===== config.mk =====
export PLATFORM = sky130hd
export DESIGN_NAME = pha_hist_mem
export DESIGN_NICKNAME = d
export VERILOG_FILES = /design/src/sv/pha_hist_mem.sv
export SDC_FILE = /design/constraint.sdc
export NUM_CORES = 2
export LEC_CHECK = 0
export ABC_AREA = 1
export BUFFER_PORTS_ARGS = -buffer_cell sky130_fd_sc_hd__buf_2
export CAP_MARGIN = 20
export CORE_AREA = 10 10 758 760
export DETAILED_ROUTE_END_ITERATION = 6
export DIE_AREA = 0 0 768 770
export PLACE_DENSITY = 0.47
export SKIP_LAST_GASP = 1
export SYNTH_ARGS = -nofsm -noshare
export SYNTH_HDL_FRONTEND = slang
export SYNTH_SLANG_ARGS = --single-unit

===== constraint.sdc =====
create_clock -name aclk -period 6.69 [get_ports aclk]
set_input_delay 1.338 -clock aclk [delete_from_list [all_inputs] [get_ports aclk]]
set_output_delay 1.338 -clock aclk [all_outputs]
set_load 0.02 [all_outputs]

===== src/sv/pha_hist_mem.sv =====
// histogram store: one synchronous ram with a clearing pass after reset
// and forwarding of a write that lands on the same edge as a read
// depends on nothing outside this file
module pha_hist_mem #(
    parameter int DEPTH = 128,
    parameter int WIDTH = 32
) (
    input  logic                     aclk,
    input  logic                     aresetn,
    input  logic                     rd_en,
    input  logic [$clog2(DEPTH)-1:0] rd_addr,
    input  logic                     wr_en,
    input  logic [$clog2(DEPTH)-1:0] wr_addr,
    input  logic [WIDTH-1:0]         wr_data,
    output logic [WIDTH-1:0]         rd_data,
    output logic                     clearing
);

    localparam int AW = $clog2(DEPTH);

    logic [WIDTH-1:0] mem [DEPTH];
    logic [WIDTH-1:0] rd_q_reg;
    logic [WIDTH-1:0] fwd_data_reg;
    logic             fwd_hit_reg;
    logic             clearing_reg;
    logic [AW-1:0]    clr_cnt_reg;

    always_ff @(posedge aclk) begin
        if (!aresetn) begin
            clearing_reg <= 1'b1;
            clr_cnt_reg  <= '0;
        end else if (clearing_reg) begin
            clr_cnt_reg <= clr_cnt_reg + AW'(1);
            if (clr_cnt_reg == AW'(DEPTH - 1)) begin
                clearing_reg <= 1'b0;
            end
        end
    end

    always_ff @(posedge aclk) begin
        if (clearing_reg) begin
            mem[clr_cnt_reg] <= '0;
        end else if (wr_en) begin
            mem[wr_addr] <= wr_data;
        end
        if (rd_en) begin
            rd_q_reg <= mem[rd_addr];
        end
    end

    // read sees the new word when the write hits the same entry on that edge
    always_ff @(posedge aclk) begin
        if (!aresetn) begin
            fwd_hit_reg <= 1'b0;
        end else if (rd_en) begin
            fwd_hit_reg <= wr_en && (wr_addr == rd_addr);
        end
    end

    always_ff @(posedge aclk) begin
        if (rd_en) begin
            fwd_data_reg <= wr_data;
        end
    end

    assign rd_data  = fwd_hit_reg ? fwd_data_reg : rd_q_reg;
    assign clearing = clearing_reg;

endmodule


==> flow_summary_export.csv <==
group,metric,value,unit
final_layout,drive_above_1_share,8.75,%
worst_setup_path,path_cells,"inv_2, nand2_1, nand2_1, buf_2",
min_path,whs_path_depth,1,
routing,postRouteAntennaNets,0,
final_layout,mostFrequentLayoutCell,"nand2_1",
worst_setup_path,path_class,"register to output port",
clocking,tritoncts,"done",
timing,skew,0.0507,ns
worst_setup_path,cpMostUsedCell,"nand2_1",
min_path,hold_start,"wr_data[21]",
synth,netlist_area,0.167,mm^2
placement,io_buffers,82,
die,die_x,768,um
worst_setup_path,ff2ff_path_depth,10,
final_layout,largest_register_ffs,4096,
clocking,cts.path.max_buffers,4,
power_and_ir_drop,ir_worst_vdd,217,uV
power_and_ir_drop,p_per_area,290,mW/mm^2
timing,rsz0062_at_grt,"false",
routing,first_pass_iters,6,
worst_setup_path,critPathMaxStageDelay,1.00,ns
synth,synth_fp_nets,13700,
die,start_util,29.9,%
timing,timing.final.crit_share,76.7,%
routing,drt_iter0_drc,12800,
timing,fmax,195,MHz
run_status,status,"completed",
clocking,clock_tree.root_cell,"clkbuf_16",
die,dieArea,0.591,mm^2
clocking,post-cts-setup-buffers,0,
timing,slew_headroom,17.9,%
grt,grt_max_degree,160,
clocking,cts.sink_count,4169,
timing,maxSlewViolCount,0,
grt,antenna_found_initial,39,
clocking,cts_hold_buffers,0,
worst_setup_path,cp-start-kind,"register",
clocking,cts_max_level,5,
timing,fin_tns_setup,0,ns
worst_setup_path,cp-end-kind,"output port",
worst_setup_path,crit_arrival,3.79,ns
clocking,cts_resized,0,
timing,setup_violations,0,
synth,syn_avg_cell_area,12.2,um^2
timing,min_period,5.13,ns
grt,grt_usage,18.3,%
synth,ys_seq_area_share,74.8,%
placement,place_congestion,0.851,
die,io_pins,83,
final_layout,final_cell_mix,"nand2_1 (4,243), edfxtp_1 (4,160), nand3_1 (4,034), clkbuf_16 (454), buf_4 (214)",
run,drv_cap,0,
grt,grt_pass1_vias,102000,
worst_setup_path,cp_slowest_cell,"dfxtp_2",
placement,hpwl,314000,um
final_layout,syn_to_final_growth,14.7,%
routing,num_vias,108000,
timing,worst_slew_pin_slew,1.23,ns
worst_setup_path,reg2reg_from,"clearing",
worst_setup_path,worstReg2RegEnd,"mem[1][19]",
final_layout,nets,13700,
synth,synth.distinct_cells,31,
clocking,cts.clk_slew.worst_paths,0.06,ns
clocking,cts_buffers,449,
timing,final-hold-violation-count,0,
min_path,holdPathEnd,"fwd_data_reg[21]",
routing,drc,0,
die,die_height,770,um
synth,synthCells,13700,
routing,vias_per_cell,5.02,
placement,dp_slack,1.26,ns
grt,grt_remaining_overflow,0,
synth,yosysWarnings,0,
die,core,0.559,mm^2
clocking,clk-insertion-delay-late,1.05,ns
worst_setup_path,path_max_fanout,33,
routing,totalWireLength,563000,um
timing,post-route-worst-setup-slack,1.56,ns
grt,grt_pass1_wl,792000,um
power_and_ir_drop,finalPower,55600,uW
synth,synth-seq-cells,4169,
min_path,hp-class,"input port to register",
worst_setup_path,cp.required,5.35,ns
die,rows,275,
worst_setup_path,regToRegSetupSlack,2.24,ns
routing,wl_per_cell,26.2,um
power_and_ir_drop,leakage,0.0656,uW
-- final cells by class --
class                      count  area [um^2]
antenna                       27         67.6
timing repair buffer         421         4710
multi-input combinational   8515        38500
inverter                      69          312
clock inverter               231         2040
clock buffer                 573        11800
tap                         7479         9360
fill                       54800       367000
sequential                  4169       125000
-- per-layer routing --
layer | up-vias | track usage, % | part of all wire, %
li1 | 48900 | - | -
met1 | 54300 | 25.3 | 43
met2 | 3938 | 28.7 | 46
met3 | 767 | 3.42 | 7.6
met4 | 4 | 6.48 | 3.7
met5 | - | 0 | 0.0044
-- worst max path at each step --
stage,start,to,slack (ns),depth (start not counted)
floorplan,wr_en,mem[0][10],1.17,4
global placement,wr_en,mem[57][5],1.18,8
detailed placement,wr_en,mem[1][10],1.26,9
CTS,fwd_hit_reg,rd_data[0],1.63,4
global route,fwd_hit_reg,rd_data[0],1.45,4
finish,fwd_hit_reg,rd_data[0],1.56,4
-- Yosys cell counts (all sizes together) --
master / count / area, um^2
nand2: 4262 / 16000
edfxtp: 4160 / 125000
nand3: 4035 / 20200
buf: 751 / 3970
nor2: 177 / 704
clkbuf: 168 / 631
inv: 68 / 260
nor3: 16 / 105
o21ai: 11 / 81.3
dfxtp: 9 / 180
xor2: 5 / 43.8
a21oi: 3 / 15.0
a211oi: 1 / 7.51
a41oi: 1 / 8.76
clkinv: 1 / 3.75
ha: 1 / 12.5
nand4: 1 / 6.26
or2: 1 / 6.26
xnor2: 1 / 8.76
-- through the flow --
step	cell area [um^2]	std cells	hold slack, ns	util [%]
after floorplan	167000	13700	0.485	-
after global placement	177000	20600	0.507	31.7
after detailed placement	178000	20600	0.510	31.8
after CTS	191000	21400	0.418	34.2
after global routing	192000	21500	0.480	34.3
final	192000	21500	0.511	34.3
-- where the power goes --
group / leakage [uW] / switching (uW) / internal (uW) / total [uW]
clock: 0.00678 / 10500 / 13500 / 24000
sequential: 0.0364 / 55.2 / 28400 / 28500
combinational: 0.0224 / 2420 / 752 / 3170
total: 0.0656 / 13000 / 42600 / 55600
-- kinds of logic after synthesis --
group	synth area share (%)
AOI/OAI and AO/OA	0.0674
xor gates and xnor gates	0.0314
adders and majority gates	0.00748
buffers and inverters	2.91
DFF	74.8
and+or+nand+nor	22.2
-- worst max-delay path: cells and delay by family, from the launching register on --
family,cells,cell delay (ns)
AND/OR/NAND/NOR,2,0.72
flip-flops,1,1.00
buffers and inverters,2,0.98
(Power assumes the default switching activity.)
